$ cat config.mk
export PLATFORM = sky130hd
export DESIGN_NAME = khrt_queue
export DESIGN_NICKNAME = d
export VERILOG_FILES = /design/src/rtl/khrt_pkg.sv /design/src/rtl/khrt_queue.sv
export SDC_FILE = /design/constraint.sdc
export NUM_CORES = 1
export LEC_CHECK = 0
export BUFFER_PORTS_ARGS = -buffer_cell sky130_fd_sc_hd__buf_4
export CAP_MARGIN = 20
export CORE_ASPECT_RATIO = 0.8
export CORE_UTILIZATION = 56
export CTS_CLUSTER_SIZE = 40
export DETAILED_ROUTE_END_ITERATION = 7
export PLACE_DENSITY = 0.85
export SLEW_MARGIN = 20
export SYNTH_ARGS = -nofsm -noshare
export SYNTH_HDL_FRONTEND = slang
export SYNTH_SLANG_ARGS = --single-unit
export TNS_END_PERCENT = 20
$ cat constraint.sdc
create_clock -name clk -period 34.5 [get_ports clk]
set_input_delay 6.9 -clock clk [delete_from_list [all_inputs] [get_ports clk]]
set_output_delay 6.9 -clock clk [all_outputs]
set_load 0.02 [all_outputs]
$ cat src/rtl/khrt_pkg.sv
// ----------------------------------------------------------------------------
// khrt_pkg
// Shared types and constants for the keyed histogram ring table.
// ----------------------------------------------------------------------------
package khrt_pkg;

  localparam logic [1:0] CMD_ACC   = 2'd0;
  localparam logic [1:0] CMD_SLOT  = 2'd1;
  localparam logic [1:0] CMD_CLEAR = 2'd2;

  localparam logic [1:0] CFG_USE_INS   = 2'd0;
  localparam logic [1:0] CFG_USE_ID    = 2'd1;
  localparam logic [1:0] CFG_USE_KEY   = 2'd2;
  localparam logic [1:0] CFG_HIST_SIZE = 2'd3;

  typedef struct packed {
    logic [1:0]  command;
    logic [63:0] ins;
    logic [31:0] id;
    logic [63:0] key_value;
    logic [31:0] count;
    logic [15:0] slot_index;
  } item_t;

endpackage

$ cat src/rtl/khrt_queue.sv
// ----------------------------------------------------------------------------
// khrt_queue
// Two-entry item queue that decouples the front end from the table engine.
// ----------------------------------------------------------------------------
module khrt_queue (
  input  logic            clk,
  input  logic            rst,
  input  logic            push,
  input  khrt_pkg::item_t push_item,
  output logic            full,
  input  logic            pop,
  output logic            not_empty,
  output khrt_pkg::item_t head
);

  khrt_pkg::item_t slots [2];
  logic            wr_ptr;
  logic            rd_ptr;
  logic [1:0]      fill;

  assign full      = (fill == 2'd2);
  assign not_empty = (fill != 2'd0);
  assign head      = slots[rd_ptr];

  always_ff @(posedge clk) begin
    if (push) begin
      slots[wr_ptr] <= push_item;
    end
    if (rst) begin
      wr_ptr <= 1'b0;
      rd_ptr <= 1'b0;
      fill   <= 2'd0;
    end else begin
      if (push) begin
        wr_ptr <= ~wr_ptr;
      end
      if (pop) begin
        rd_ptr <= ~rd_ptr;
      end
      fill <= fill + {1'b0, push} - {1'b0, pop};
    end
  end

endmodule

After elaboration in Yosys (flattened, before gate mapping):

Memory sizes are Yosys's and may differ from the RTL's. A register that Yosys moved wholly into a read port is not among the register bits.
Index checks and enable logic that the tools add are counted.

* bits in registers: 4
* bits in writable memories: 420
* word-level logic and storage cells: 14
* memories kept: 1

Memory list
* slots: words 2, bits a word 210, rd ports 1, clocked after Yosys merged registers in 1, write ports 1, RTL line khrt_queue.sv:16 `khrt_pkg::item_t slots [2];`

* reductions and logical operators: 1
* eq/ne operators: 1
* muxes and demuxes: 4
* $add $sub $neg: 2
* bitwise logic cells: 2

Operators by type and width (number)
* $mux W1: 4
* $add A2 B1 Y2: 1
* $eq A2 B2 Y1 const B: 1
* $not A1 Y1: 2
* $reduce_bool A2 Y1: 1
* $sub A2 B1 Y2: 1

Longest topological paths before layout:

Gate-level depths: netlist (run 1).

* depth in word-level cells: 3
* mapped depth: 6

Worst setup path before layout (run 1):

OpenSTA, ideal clock, no wires.

* kind: in2reg
* start: input push
* end: memory slots[0][0] (netlist name), enable pin
* stages: 1
* path buffers: 0
* arrival: 15951 ps
* setup slack: 17740 ps
* path through: nor2b_1

* word-level cells in the longest chain between the ends: 2

Ends and longest elaborated chain
* start, declared: RTL line khrt_queue.sv:8 `input logic push,`
* $mux W1: RTL line khrt_queue.sv:26 `if (push) begin`
* $mux W1 (implied by the code): RTL line khrt_queue.sv:27 `slots[wr_ptr] <= push_item;`
* end, declared: RTL line khrt_queue.sv:16

Every way passes these cells.

==> flow_metrics.py, run 1 <==
metrics = {
    "power": {
        "power_mw": 1.22,
        "leakage_nw": 7.56,
        "ir_drop_mv": 0.0501,
        "power_density_nw_per_um2": 60.2,
    },
    "worst_setup_path": {
        "rr_worst_depth": 3,
        "crit_end": "head[131]",
        "crit_fanout": 84,
        "crit_type": "reg -> out",
        "worstPathRequired_ps": 27600,
        "worstReg2RegEnd": "slots[0][19]$_DFFE_PP_",
        "cp_data_arrival_time_ps": 2990,
        "reg2reg_from": "wr_ptr$_SDFFE_PP0P_",
        "end_kind": "primary output",
        "reg2reg_slack_ps": 31760,
        "startpoint_type": "flop",
    },
    "sta": {
        "clock_skew_ps": 6.95,
        "setup_violations": 0,
        "rsz0062_at_grt": "no",
        "max-slew-margin-rel_pct": 25.2,
        "finalHoldViolCount": 0,
        "report.final.slew_viol_count": 0,
        "clock.fmax_mhz": 101,
        "setup_tns_ps": 0,
        "layout_worst_path_cycle_share_pct": 28.7,
        "tightest_slew_ps": 1120,
        "fin_crit_ps": 9890,
    },
    "floorplanning": {
        "die_w_um": 188,
        "fp.dieH_um": 151,
        "core_region_area_um2": 26700,
        "rows": 53,
        "die_area_um2": 28300,
        "ioPinCount": 426,
        "start_util_pct": 58.0,
    },
    "synth": {
        "synthCells": 674,
        "synth_top_area_cell": "edfxtp_1",
        "ys_seq_area_share_pct": 82.3,
        "synthTopCellsByArea": "edfxtp_1, mux2_2, buf_6",
        "synthesis.nets": 890,
        "ys_ff_latch": 425,
        "syn_area_per_cell_um2": 22.9,
        "yosys.cell_types.count": 13,
        "synth_area_um2": 15400,
        "yosysWarnings": 0,
        "yosys.area.top_type_share_pct": 81.6,
    },
    "clocking": {
        "ctsResizeCount": 0,
        "cts_setup_buffers": 0,
        "numCtsBuffers": 40,
        "clk_path_buf_depth": 3,
        "htree_levels": 2,
        "tritoncts": "yes",
        "clk_pin_slew_ps": 60,
        "cts_hold_buf": 0,
        "clockRootBuffer": "clkbuf_16",
        "cts_num_sinks": 425,
        "clk-insertion-delay-late_ps": 510,
    },
    "drt": {
        "drtAntennaViolNets": 0,
        "drtPass1Iterations": 5,
        "wirelength_mm": 33.5,
        "drtIter0Drc": 543,
        "via_per_inst": 5.23,
        "vias": 7895,
        "wire_per_inst_um": 22.2,
        "drc": 0,
    },
    "global_routing": {
        "grt_use_total_pct": 22.8,
        "globalRouteOverflowTotal": 0,
        "grt_pass1_vias": 8372,
        "grt_max_degree": 85,
        "antenna_found_initial": 0,
        "grt_first_pass_wirelength_mm": 47.9,
    },
    "layout": {
        "design_area_um2": 20200,
        "nets": 1342,
        "multi_input_area_um2": 2490,
        "area_growth_pct": 30.9,
        "regArea_um2": 12700,
        "drive_gt1_share_pct": 60.7,
        "n_antenna_cell": 0,
        "fill_cells": 1490,
    },
    "placed_design": {
        "port_buffers": 425,
        "hpwl_mm": 21.9,
        "dpl_cell_area_um2": 18900,
        "place_congestion": 0.784,
    },
    "min_path": {
        "hp-class": "reg -> reg",
    },
    "job": {
        "drv_cap": 0,
    },
    "run_status": {
        "outcome": "completed",
    },
}
==> kinds of logic (layout without fill, tap and decap cells) <==
| logic type | Yosys count | after routing | synth area share (%) |
|---|---|---|---|
| xor+xnor | 3 | 3 | 0.259 |
| fa+ha+maj | 2 | 2 | 0.162 |
| buf+inv | 25 | 504 | 1.68 |
| flops | 425 | 425 | 82.3 |
| mux | 210 | 210 | 15.3 |
| simple gates | 9 | 9 | 0.300 |
==> where the power goes <==
group          switching [mW]  internal [mW]
sequential            0.00983          0.604
combinational          0.0903         0.0790
clock                   0.176          0.259
==> through the flow <==
stage	setup slack (ps)	instances	utilization, %	hold slack [ps]
3_3_place_gp	24720	1440	70.9	491
6_report	24610	1510	75.9	519
3_5_place_dp	24690	1440	70.9	499
2_1_floorplan	17740	674	-	480
5_1_grt	24490	1510	75.9	550
4_1_cts	24610	1509	75.8	524
==> Yosys cell counts (all sizes together) <==
cell type / count
xnor2: 2
and2: 1
or2: 1
ha: 2
dfxtp: 5
nor2: 4
edfxtp: 420
mux2: 210
nor2b: 3
xnor3: 1
buf: 23
inv: 2
==> layout by cell type (no fill, tap or decap), drive strengths merged <==
master / synthesis / routed
and2: 1 / 1
buf: 23 / 433
bufinv: 0 / 5
clkbuf: 0 / 52
clkinv: 0 / 10
dfxtp: 5 / 5
edfxtp: 420 / 420
ha: 2 / 2
inv: 2 / 4
mux2: 210 / 210
nor2: 4 / 4
nor2b: 3 / 3
or2: 1 / 1
xnor2: 2 / 2
xnor3: 1 / 1
==> worst max-delay path, cell delays in order, from the launching register on <==
cell,delay (ps)
dfxtp_4,790
buf_4,920
mux2_2,470
buf_4,170
==> layer usage <==
metal | track usage [%] | vias to the layer above | wire, um
met4 | 6.18 | 0 | 695
met5 | 0 | - | 0
met1 | 26.4 | 3889 | 12000
met3 | 6.90 | 52 | 2890
met2 | 41.6 | 363 | 17900
li1 | - | 3591 | -
==> sequential cells by signal (all words and copies together) (netlist names), named ones only <==
register,cells
slots,420
fill,2
rd_ptr,1
wr_ptr,1
==> layout make-up <==
cell class                 instances  share of cell area [%]
inverter                           2                  0.0371
multi-input combinational        224                    12.3
timing repair buffer             433                    16.2
sequential                       425                    62.9
clock inverter                    17                    1.03
tap                              357                    2.21
clock buffer                      52                    5.38
==> worst min path at each step <==
stage / to / slack, ps / cells after the start / start
final: flop / 520 / 2 / rd_ptr$_SDFFE_PP0P_
after global routing: flop / 550 / 2 / rd_ptr$_SDFFE_PP0P_
after CTS: flop / 520 / 2 / rd_ptr$_SDFFE_PP0P_
after detailed placement: flop / 500 / 2 / rd_ptr$_SDFFE_PP0P_
after global placement: flop / 490 / 2 / rd_ptr$_SDFFE_PP0P_
after floorplan: flop / 480 / 2 / rd_ptr$_SDFFE_PP0P_
(Power assumes the default switching activity.)
==> run 2, diff against run 1 <==
Settings changed: CORE_UTILIZATION 56 to 52, PLACE_DENSITY 0.85 to 0.79.
Clock period 34.5 ns to 9.7 ns, I/O delays scaled along.
==> flow_metrics.py, run 2 (synthesis gave the netlist of run 1 again) <==
metrics = {
    "drt": {
        "drtPass1Iterations": 4,
        "wire_per_inst_um": 21.1,
        "drtAntennaViolNets": 0,
        "wirelength_mm": 32.4,
        "drc": 0,
        "via_per_inst": 5.18,
        "vias": 7969,
        "drtIter0Drc": 387,
    },
    "sta": {
        "clock.fmax_mhz": 201,
        "setup_violations": 0,
        "finalHoldViolCount": 0,
        "layout_worst_path_cycle_share_pct": 51.2,
        "worst_slack_ps": 4730,
        "max-slew-margin-rel_pct": 29.3,
        "clock_skew_ps": 12.5,
        "report.final.slew_viol_count": 0,
        "timing.hold.ws_ps": 546,
        "setup_tns_ps": 0,
        "rsz0062_at_grt": "no",
        "tightest_slew_ps": 1060,
        "fin_crit_ps": 4970,
    },
    "layout": {
        "nets": 1343,
        "drive_gt1_share_pct": 60.9,
        "layout_commonest_cell": "buf_4",
        "area_growth_pct": 31.5,
        "design_area_um2": 20300,
        "stdcell_count": 1537,
        "top_register": "slots",
        "finish.utilization_pct": 69.3,
        "final_cell_mix": "buf_4, edfxtp_1, mux2_2, clkbuf_16, clkinv_1",
        "largest_reg_flops": 420,
        "top_regs": "slots x420, fill x2",
        "n_antenna_cell": 0,
    },
    "floorplanning": {
        "core_region_area_um2": 29300,
        "die_area_um2": 30400,
        "ioPinCount": 426,
        "die_w_um": 195,
        "rows": 56,
        "fp.dieH_um": 156,
        "start_util_pct": 52.7,
    },
    "clocking": {
        "cts_num_sinks": 425,
        "clk_pin_slew_ps": 60,
        "tritoncts": "yes",
        "cts_hold_buf": 0,
        "clk-insertion-delay-late_ps": 520,
        "cts_setup_buffers": 0,
        "clk_path_buf_depth": 3,
        "htree_levels": 2,
        "ctsResizeCount": 0,
        "clockRootBuffer": "clkbuf_16",
        "numCtsBuffers": 42,
    },
    "power": {
        "power_mw": 4.37,
        "leakage_nw": 7.59,
        "ir_drop_mv": 0.183,
        "power_density_nw_per_um2": 215,
    },
    "global_routing": {
        "grt_first_pass_wirelength_mm": 46.6,
        "grt_pass1_vias": 8272,
        "grt_use_total_pct": 20.4,
        "antenna_found_initial": 0,
        "globalRouteOverflowTotal": 0,
        "grt_max_degree": 140,
    },
    "placed_design": {
        "place_congestion": 0.802,
        "hpwl_mm": 21.2,
        "place_ws_ps": 5120,
        "port_buffers": 425,
        "dpl_cell_area_um2": 18900,
        "dp.cells": 1459,
    },
    "worst_setup_path": {
        "cp_data_arrival_time_ps": 3030,
        "crit_fanout": 68,
        "startpoint_type": "flop",
        "crit_type": "reg -> out",
        "end_kind": "primary output",
        "worstPathRequired_ps": 7760,
    },
    "job": {
        "drv_cap": 0,
    },
    "run_status": {
        "outcome": "completed",
    },
    "min_path": {
        "hp-class": "reg -> reg",
    },
}
[run 2: layout make-up]
cell class	instances	area, um^2
clock buffer	50	1100
fill	1885	8980
timing repair buffer	432	3270
multi-input combinational	224	2490
inverter	2	7.51
sequential	425	12700
tap	377	472
clock inverter	27	258
[run 2: path summary, 6_finish.rpt]
kind | depth (start not counted) | from | end | slack (ps)
max | 4 | flop | head[2] | 4730
min | 2 | rd_ptr$_SDFFE_PP0P_ | rd_ptr$_SDFFE_PP0P_ | 550
max reg2reg | 2 | wr_ptr$_SDFFE_PP0P_ | slots[1][109]$_DFFE_PP_ | 7070
min reg2reg | 2 | rd_ptr$_SDFFE_PP0P_ | rd_ptr$_SDFFE_PP0P_ | 550
[run 2: worst max-delay path, stage by stage (launching register included)]
cell and delay (ps):
dfxtp_4 770, buf_12 300, buf_4 760, mux2_2 440, buf_4 170
[run 2: routing by layer]
layer / wire length, um / up-vias / part of all wire (%) / GRT usage [%]
li1: - / 3600 / - / -
met3: 2760 / 69 / 8.5 / 6.44
met2: 16400 / 322 / 51 / 35.3
met5: 0 / - / 0 / 0
met1: 12100 / 3978 / 37 / 23.7
met4: 1140 / 0 / 3.5 / 8.65
[run 2: where the power goes]
group	internal, mW	switching [mW]	total (mW)
Sequential	2.15	0.0327	2.18
Clock	0.945	0.649	1.59
Combinational	0.280	0.319	0.599
