**src/rtl/khrt_pkg.sv**
```systemverilog
// ----------------------------------------------------------------------------
// khrt_pkg
// Shared types and constants for the keyed histogram ring table.
// ----------------------------------------------------------------------------
package khrt_pkg;

  localparam logic [1:0] CMD_ACC   = 2'd0;
  localparam logic [1:0] CMD_SLOT  = 2'd1;
  localparam logic [1:0] CMD_CLEAR = 2'd2;

  localparam logic [1:0] CFG_USE_INS   = 2'd0;
  localparam logic [1:0] CFG_USE_ID    = 2'd1;
  localparam logic [1:0] CFG_USE_KEY   = 2'd2;
  localparam logic [1:0] CFG_HIST_SIZE = 2'd3;

  typedef struct packed {
    logic [1:0]  command;
    logic [63:0] ins;
    logic [31:0] id;
    logic [63:0] key_value;
    logic [31:0] count;
    logic [15:0] slot_index;
  } item_t;

endpackage

```
**src/rtl/khrt_front.sv**
```systemverilog
// ----------------------------------------------------------------------------
// khrt_front
// Input stage: holds the configuration, masks disabled key parts and queues
// each item for the table engine.
// ----------------------------------------------------------------------------
module khrt_front (
  input  logic            clk,
  input  logic            rst,
  input  logic            cfg_we,
  input  logic [1:0]      cfg_index,
  input  logic [4:0]      cfg_data,
  output logic            use_ins,
  output logic            use_id,
  output logic            use_key,
  output logic [4:0]      ring_len,
  input  logic            in_valid,
  output logic            in_ready,
  input  khrt_pkg::item_t in_item,
  output logic            q_push,
  output khrt_pkg::item_t q_item,
  input  logic            q_full
);

  assign in_ready = ~q_full;
  assign q_push   = in_valid & ~q_full;

  always_comb begin
    q_item = in_item;
    if (!use_ins) begin
      q_item.ins = '0;
    end
    if (!use_id) begin
      q_item.id = '0;
    end
    if (!use_key) begin
      q_item.key_value = '0;
    end
  end

  always_ff @(posedge clk) begin
    if (rst) begin
      use_ins  <= 1'b1;
      use_id   <= 1'b1;
      use_key  <= 1'b1;
      ring_len <= 5'd16;
    end else if (cfg_we) begin
      case (cfg_index)
        khrt_pkg::CFG_USE_INS:   use_ins  <= cfg_data[0];
        khrt_pkg::CFG_USE_ID:    use_id   <= cfg_data[0];
        khrt_pkg::CFG_USE_KEY:   use_key  <= cfg_data[0];
        khrt_pkg::CFG_HIST_SIZE: ring_len <= cfg_data;
        default: ;
      endcase
    end
  end

endmodule

```
**config.mk**
```make
export PLATFORM = sky130hd
export DESIGN_NAME = khrt_front
export DESIGN_NICKNAME = d
export VERILOG_FILES = /design/src/rtl/khrt_pkg.sv /design/src/rtl/khrt_front.sv
export SDC_FILE = /design/constraint.sdc
export NUM_CORES = 1
export LEC_CHECK = 0
export ABC_AREA = 0
export BUFFER_PORTS_ARGS = -buffer_cell sky130_fd_sc_hd__buf_2
export CAP_MARGIN = 20
export CELL_PAD_IN_SITES_DETAIL_PLACEMENT = 0
export CELL_PAD_IN_SITES_GLOBAL_PLACEMENT = 2
export CORE_AREA = 3 3 171 173
export CTS_BUF_LIST = sky130_fd_sc_hd__clkbuf_8 sky130_fd_sc_hd__clkbuf_16
export CTS_CLUSTER_SIZE = 20
export DETAILED_ROUTE_END_ITERATION = 7
export DIE_AREA = 0 0 174 176
export GPL_ROUTABILITY_DRIVEN = 0
export PLACE_DENSITY = 0.86
export SYNTH_ARGS = -nofsm -noshare
export SYNTH_HDL_FRONTEND = slang
export SYNTH_SLANG_ARGS = --single-unit
```
**constraint.sdc**
```tcl
create_clock -name clk -period 1.02 [get_ports clk]
set_clock_uncertainty 0.1 [all_clocks]
set_input_delay 0.204 -clock clk [delete_from_list [all_inputs] [get_ports clk]]
set_output_delay 0.204 -clock clk [all_outputs]
set_load 0.02 [all_outputs]
```
# --- Word level (Yosys, flattened, before mapping) ---
# Index checks and enable logic that the tools add are counted.
totals:
  ff_bits: 8
  latchBits: 0
  ramBits: 0
  mem_bits_ro: 0
  in_bits: 222
  output_inout_bits: 220
  word_cells: 17
  n_memories: 0
op_classes:
  n_addsub: 0
  multipliers: 0
  div_mod_pow: 0
  order_cmp: 0
  eq_ne: 3
  shifts: 0
  mux: 3
  n_bitwise: 2
  n_reduce_logical: 5
op_table:
  columns: ["op", "count"]
  rows:
  - ["two-way mux 64 bit", 2]
  - ["two-way mux 32 bit", 1]
  - ["AND reduction 2 bit", 4]
  - ["== test 2 bit (second input constant)", 2]
  - ["== test 2 x 1 -> 1 bit (second input constant)", 1]
  - ["zero test 2 bit", 1]
  - ["bitwise AND 1 bit", 1]
  - ["inverter 1 bit", 1]

# --- Logic depth before layout (Yosys ltp) ---
# Gate-level depths: netlist (run 1).
logic_depth:
  ltp_word: 2
  ltp_mapped: 3

# --- Least setup slack after synthesis (run 1) ---
# No wires, ideal clock.
synth_timing:
  path_kind: "register to output"
  from: "reg use_key"
  to: "out q_item[100] (netlist name)"
  arrival_ns: 1.031
  t_required_ns: 0.716
  setup_slack_ns: -0.315
  stages_incl_launch_ff: 4
  n_path_buf: 2
  cell_sequence: "dfxtp_1 buf_2 clkbuf_2 and2_1"
synth_rtl:
  columns: ["element", "line", "source"]
  rows:
  - ["from (decl)", "khrt_front.sv:14", "output logic use_key,"]
  - ["from (signal assigned)", "khrt_front.sv:50", "khrt_pkg::CFG_USE_KEY: use_key <= cfg_data[0];"]
  - ["to (decl)", "khrt_front.sv:20", "output khrt_pkg::item_t q_item,"]

==> qor.csv, run 1 <==
metric,value,unit
powerDensity,706,nW/µm²
numClockSinks,8,
synth_compound_area_frac,0,
p_leak,0.00283,µW
dp_cells,920,
synthAdderAreaFrac,0,
seq_area,178,µm²
die_area,30600,µm²
ys_seq_area_frac,0.0877,
crit_slowest_cell,dfxtp_4,
timing.final.ws_setup,-0.463,ns
max_stage_delay,0.36,ns
syn_to_final_growth,198,%
cts-buffers-inserted,3,
drive_gt1_frac,0.952,
overflow,0,
cts_max_path_buffers,2,
yosys_warnings,0,
io_buffers,341,
first_pass_iters,4,
ys_ff_latch,8,
path_clk_slew,0.04,ns
layout.nets,788,
cts_hold_buf,0,
violations,setup timing,
period_needed,1.48,ns
crit_type,reg2out,
p_comb_frac,0.736,
min_period_over_period,1.45,
grt_pass1_wl,15400,µm
p_sw_frac,0.356,
synth_top_family_by_area,simple AND/OR/NAND/NOR gates,
antenna_found_initial,1,
crit_family,buffers and inverters,
routed_wl,12800,µm
max_freq,675,MHz
antenna_cells,0,
muxShareOfSynthArea,0.0438,
startpoint_type,flop,
end_kind,output port,
vias,2837,
cts_tree,built,
hold_path_class,in2reg,
highest_layer,met4,
synth_nets,487,
worstPathRequired,0.72,ns
post_drt_wl_per_cell,13.6,µm
worst_slew_pin_slew,0.264,ns
crit_chain,"buf_12, clkbuf_16, and2_4, buf_6",
drt_iter0_markers,64,
rrSetupSlack,0,ns
p_int,2470,µW
relSlewSlack,0.824,
crit_fanout,7,
synthCells,265,
final_common_cell,buf_2,
ant_nets,0,
total_power,3840,µW
grt_use_total,0.0621,
rsz0062_at_grt,true,
multiInputGateArea,1580,µm²
status,"complete, but fails checks",
mostFrequentLayoutCells,"buf_2 (173), buf_6 (149), and2_4 (146), buf_4 (24), and2_2 (14)",
dp_hpwl,8550,µm
wl_met3,1530,µm
synthXorXnorAreaFrac,0,
netlist_area,1830,µm²
maxCapViolations,0,
finalHoldViolCount,0,
finish.cell_count_without_fillers,943,
crit_buf_inv,3,
yosysUniqueCellTypes,15,
grt_max_degree,54,
via_per_inst,3.01,
drcViolationCount,0,
num_rows,61,
finalSetupViolations,163,
dieWidth,174,µm
ios,442,
met2_length,6120,µm
yosys.area_share.simple,0.607,
root_buffer,clkbuf_16,
clockPowerShare,0.176,
core_region_area,27800,µm²
drv_slew,0,
ir_drop,0.580,mV
synth_area_per_cell,6.89,µm²
m1WireLength,5180,µm
fillers,3088,
die_h,176,µm
p_sw,1370,µW
grt_pass1_vias,2645,
initial_utilization,0.0658,
pwr-share-seq,0.088,
arrival,1.18,ns
insertion_delay,0.23,ns
htreeDepth,1,
path summary, 6_finish.rpt:
| check | startpoint | to | depth (start not counted) |
|---|---|---|---|
| worst max-delay path | use_key | q_item[83] | 4 |
| worst max register to register | use_id | use_id | 4 |
| worst min-delay path | cfg_data[1] | ring_len[1] | 3 |
| worst min register to register | ring_len[3] | ring_len[3] | 2 |
registers in the layout, summed over array words and instances, names as in the netlist:
name / cells
ring_len: 5
use_id: 1
use_ins: 1
use_key: 1
cell usage after synthesis:
| library cell | number | area [µm²] |
|---|---|---|
| and2_1 | 160 | 1000 |
| and3_1 | 1 | 6.26 |
| buf_2 | 6 | 30.0 |
| buf_4 | 50 | 375 |
| buf_6 | 1 | 11.3 |
| clkbuf_1 | 2 | 7.51 |
| clkbuf_2 | 10 | 50.1 |
| dfxtp_1 | 8 | 160 |
| inv_1 | 1 | 3.75 |
| mux2i_1 | 8 | 80.1 |
| nand2b_1 | 8 | 50.1 |
| nand3b_1 | 2 | 15.0 |
| nor2_1 | 6 | 22.5 |
| nor2b_1 | 1 | 6.26 |
| nor3b_1 | 1 | 7.51 |
layer usage:
metal,global-route usage,up-vias
met5,0,-
met4,0.00369,0
met3,0.0286,4
met2,0.101,226
met1,0.0790,1261
li1,-,1346
cell type report:
cell class / instances / share of cell area
clock buffers: 3 / 0.0138
inverters: 1 / 0.000689
well taps: 378 / 0.0868
repair buffers: 365 / 0.575
clock inverters: 1 / 0.000689
flip-flops and latches: 8 / 0.0326
multi-input cells: 187 / 0.290
kinds of logic after synthesis:
logic type             count (synthesis)
buffers and inverters                 70
and+or+nand+nor                      179
DFF                                    8
muxes                                  8
tightest hold or removal path, delay by kind of cell:
kind | cells | cell delay [ns]
buffers and inverters | 1 | 0.09
muxes | 1 | 0.06
and+or+nand+nor | 1 | 0.05
power groups by stage:
stage	clock network [µW]	logic [µW]	registers, µW
CTS	687	2400	338
finish	676	2830	339
global route	714	2970	341
global placement	0	2070	344
detailed placement	0	2060	345
floorplan	0	1580	347
what timing repair did:
item / CTS / global route
resized for setup: 151 / 212
pin swaps: 3 / 4
setup endpoints to repair: 168 / 170
setup buffers: 5 / 6
gates cloned: 4 / 8
per-stage QoR:
step	hold slack [ns]	utilization	instance area (µm²)	setup WS [ns]	TNS, ns
3_5_place_dp	0.308	0.143	3970	-0.232	-32.91
5_1_grt	0.125	0.196	5450	-0.501	-71.43
6_report	0.122	0.196	5450	-0.463	-64.68
3_3_place_gp	0.308	0.143	3970	-0.225	-31.48
2_1_floorplan	0.259	-	2310	-0.0952	-10.97
4_1_cts	0.128	0.168	4660	-0.473	-69.15
(Power assumes the default switching activity.)
==> run 2, diff against run 1 <==
==> constraint.sdc (replaced) <==
create_clock -name clk -period 1.02 [get_ports clk]
set_clock_uncertainty 0.1 [all_clocks]
set_input_delay 0.051 -clock clk [delete_from_list [all_inputs] [get_ports clk]]
set_output_delay 0.051 -clock clk [all_outputs]
set_load 0.02 [all_outputs]
==> run 2 against run 1 <==
Against the previous run:
- the flow still finishes with violations (setup timing)
- cell count decreased by 0.32%
- total power decreased by 4.1%
- highest routed layer unchanged
- clock-buffer cell count unchanged
- cell area decreased by 4.2%
- critical path type unchanged
- fmax increased by 14%
- combinational power decreased by 5%
- wire length increased by 0.88%
- largest power group unchanged
- critical path depth decreased by 1
- non-clock buffer count decreased by 2
- sequential share of layout area about the same
==> qor.csv, run 2 (synthesis gave the netlist of run 1 again) <==
metric,value,unit,change
status,"complete, but fails checks",,
violations,setup timing,,
overflow,0,,unchanged
p_leak,0.00266,µW,-5.8%
cts-buffers-inserted,3,,unchanged
initial_utilization,0.0658,,unchanged
syn_to_final_growth,185,%,
reg2reg_from,use_ins,,
arrival,1.15,ns,-0.03 ns
layout.nets,786,,-0.25%
ir_drop,0.558,mV,-3.8%
grt_pass1_wl,15200,µm,-1.2%
pwr-share-seq,0.093,,+0.005
root_buffer,clkbuf_16,,
finalSetupViolations,165,,+1.2%
period_needed,1.30,ns,-0.183 ns
final_common_cell,buf_2,,
relSlewSlack,0.787,,-0.0369
ios,442,,unchanged
antenna_cells,0,,unchanged
rrSetupSlack,-0.14,ns,-0.14 ns
startpoint,use_ins,,
drt_iter0_markers,50,,-22%
dp_hpwl,8930,µm,+4.4%
path_clk_slew,0.04,ns,about the same
clockPowerShare,0.181,,+0.005
wl_met3,1110,µm,-27%
p_sw_frac,0.364,,+0.00788
drcViolationCount,0,,unchanged
rsz0062_at_grt,true,,
drv_slew,0,,unchanged
core_region_area,27800,µm²,unchanged
timing.final.ws_setup,-0.280,ns,+0.183 ns
dieWidth,174,µm,unchanged
insertion_delay,0.23,ns,about the same
stdcell_area,5220,µm²,-4.2%
total_power,3690,µW,-4.1%
startpoint_type,flop,,
r2r_cells,5,,+1
numClockSinks,8,,unchanged
crit_type,reg2out,,
crit_fanout,16,,+9
rr_endpoint,use_ins,,
end_kind,output port,,
crit_path_end,q_item[177],,
worstPathRequired,0.87,ns,+0.15 ns
first_pass_iters,4,,unchanged
via_per_inst,3.00,,-0.18%
p_int,2340,µW,-5.2%
io_buffers,341,,unchanged
largest_reg_flops,5,,unchanged
fillers,3141,,+1.7%
routed_wl,13000,µm,+0.88%
p_sw,1340,µW,-2.0%
p_comb_frac,0.726,,-0.010
cts_tree,built,,
m1WireLength,4520,µm,-13%
antenna_found_initial,0,,-1
powerDensity,707,nW/µm²,+0.18%
maxCapViolations,0,,unchanged
highest_layer,met4,,
met2_length,7000,µm,+14%
placed_cell_area,3750,µm²,-5.3%
grt_use_total,0.0620,,about the same
num_rows,61,,unchanged
htreeDepth,1,,unchanged
grt_pass1_vias,2670,,+0.95%
top_register,ring_len,,
whs,0.000436,ns,-0.121 ns
cts_max_path_buffers,2,,unchanged
min_period_over_period,1.27,,-0.179
ant_nets,0,,unchanged
worst_slew_pin_slew,0.320,ns,+0.0560 ns
mostFrequentLayoutCells,"buf_2 (178), buf_6 (147), and2_4 (92), and2_2 (57), buf_4 (25)",,
die_area,30600,µm²,unchanged
post_drt_wl_per_cell,13.8,µm,+1.2%
hold_path_class,in2reg,,
max_freq,769,MHz,+14%
grt_max_degree,63,,+17%
drive_gt1_frac,0.916,,-0.0358
finalHoldViolCount,0,,unchanged
die_h,176,µm,unchanged
hold_depth,3,,unchanged
vias,2823,,-0.49%
[run 2: critical path: stages, from the launching register on]
cell,delay [ns]
dfxtp_4,0.43
clkbuf_16,0.20
and2_4,0.16
buf_6,0.11
[run 2: cell type report]
class / count / area, µm² / area share
timing repair buffer: 363 / 3000 / 0.576
multi-input combinational: 187 / 1490 / 0.286
inverter: 1 / 3.75 / 0.000720
tap: 378 / 473 / 0.0907
sequential: 8 / 171 / 0.0329
clock buffer: 3 / 75.1 / 0.0144
[run 2: through the flow]
stage          TNS, ns   util  worst slack (ns)  cells
6_report        -38.32  0.188            -0.280    940
3_3_place_gp     -2.19  0.135           -0.0453    921
2_1_floorplan    -1.30      -           -0.0155    265
5_1_grt         -46.17  0.188            -0.332    940
3_5_place_dp     -3.93  0.135           -0.0692    921
4_1_cts         -39.19  0.151            -0.300    928
[run 2: power groups by stage]
| stage | sequential [µW] | combinational (µW) | clock, µW |
|---|---|---|---|
| after floorplan | 352 | 1320 | 0 |
| after global placement | 340 | 1840 | 0 |
| after detailed placement | 340 | 1840 | 0 |
| after CTS | 336 | 2060 | 692 |
| after global routing | 346 | 2810 | 705 |
| final | 343 | 2680 | 666 |
[run 2: what timing repair did]
action / in CTS / in global routing
pin swaps: 0 / 1
setup buffers: 0 / 3
hold buffers: 3 / 0
setup endpoints to repair: 163 / 163
gates cloned: 1 / 9
gates resized for setup: 112 / 283
hold endpoints to repair: 3 / 0
[run 2: how the worst min path moves through the flow]
| stage | start | end | slack [ns] |
|---|---|---|---|
| finish | cfg_data[0] | ring_len[0] | 0.0004 |
| global route | in_item[33] | q_item[33] | 0.002 |
| CTS | cfg_data[0] | ring_len[0] | 0.002 |
| detailed placement | in_item[12] | q_item[12] | 0.002 |
| global placement | in_item[12] | q_item[12] | 0.002 |
| floorplan | q_full | in_ready | 0.08 |
[run 2: metal layers]
layer | track usage | vias to the layer above
li1 | - | 1336
met5 | 0 | -
met4 | 0.0184 | 0
met1 | 0.0689 | 1259
met2 | 0.112 | 210
met3 | 0.0211 | 18
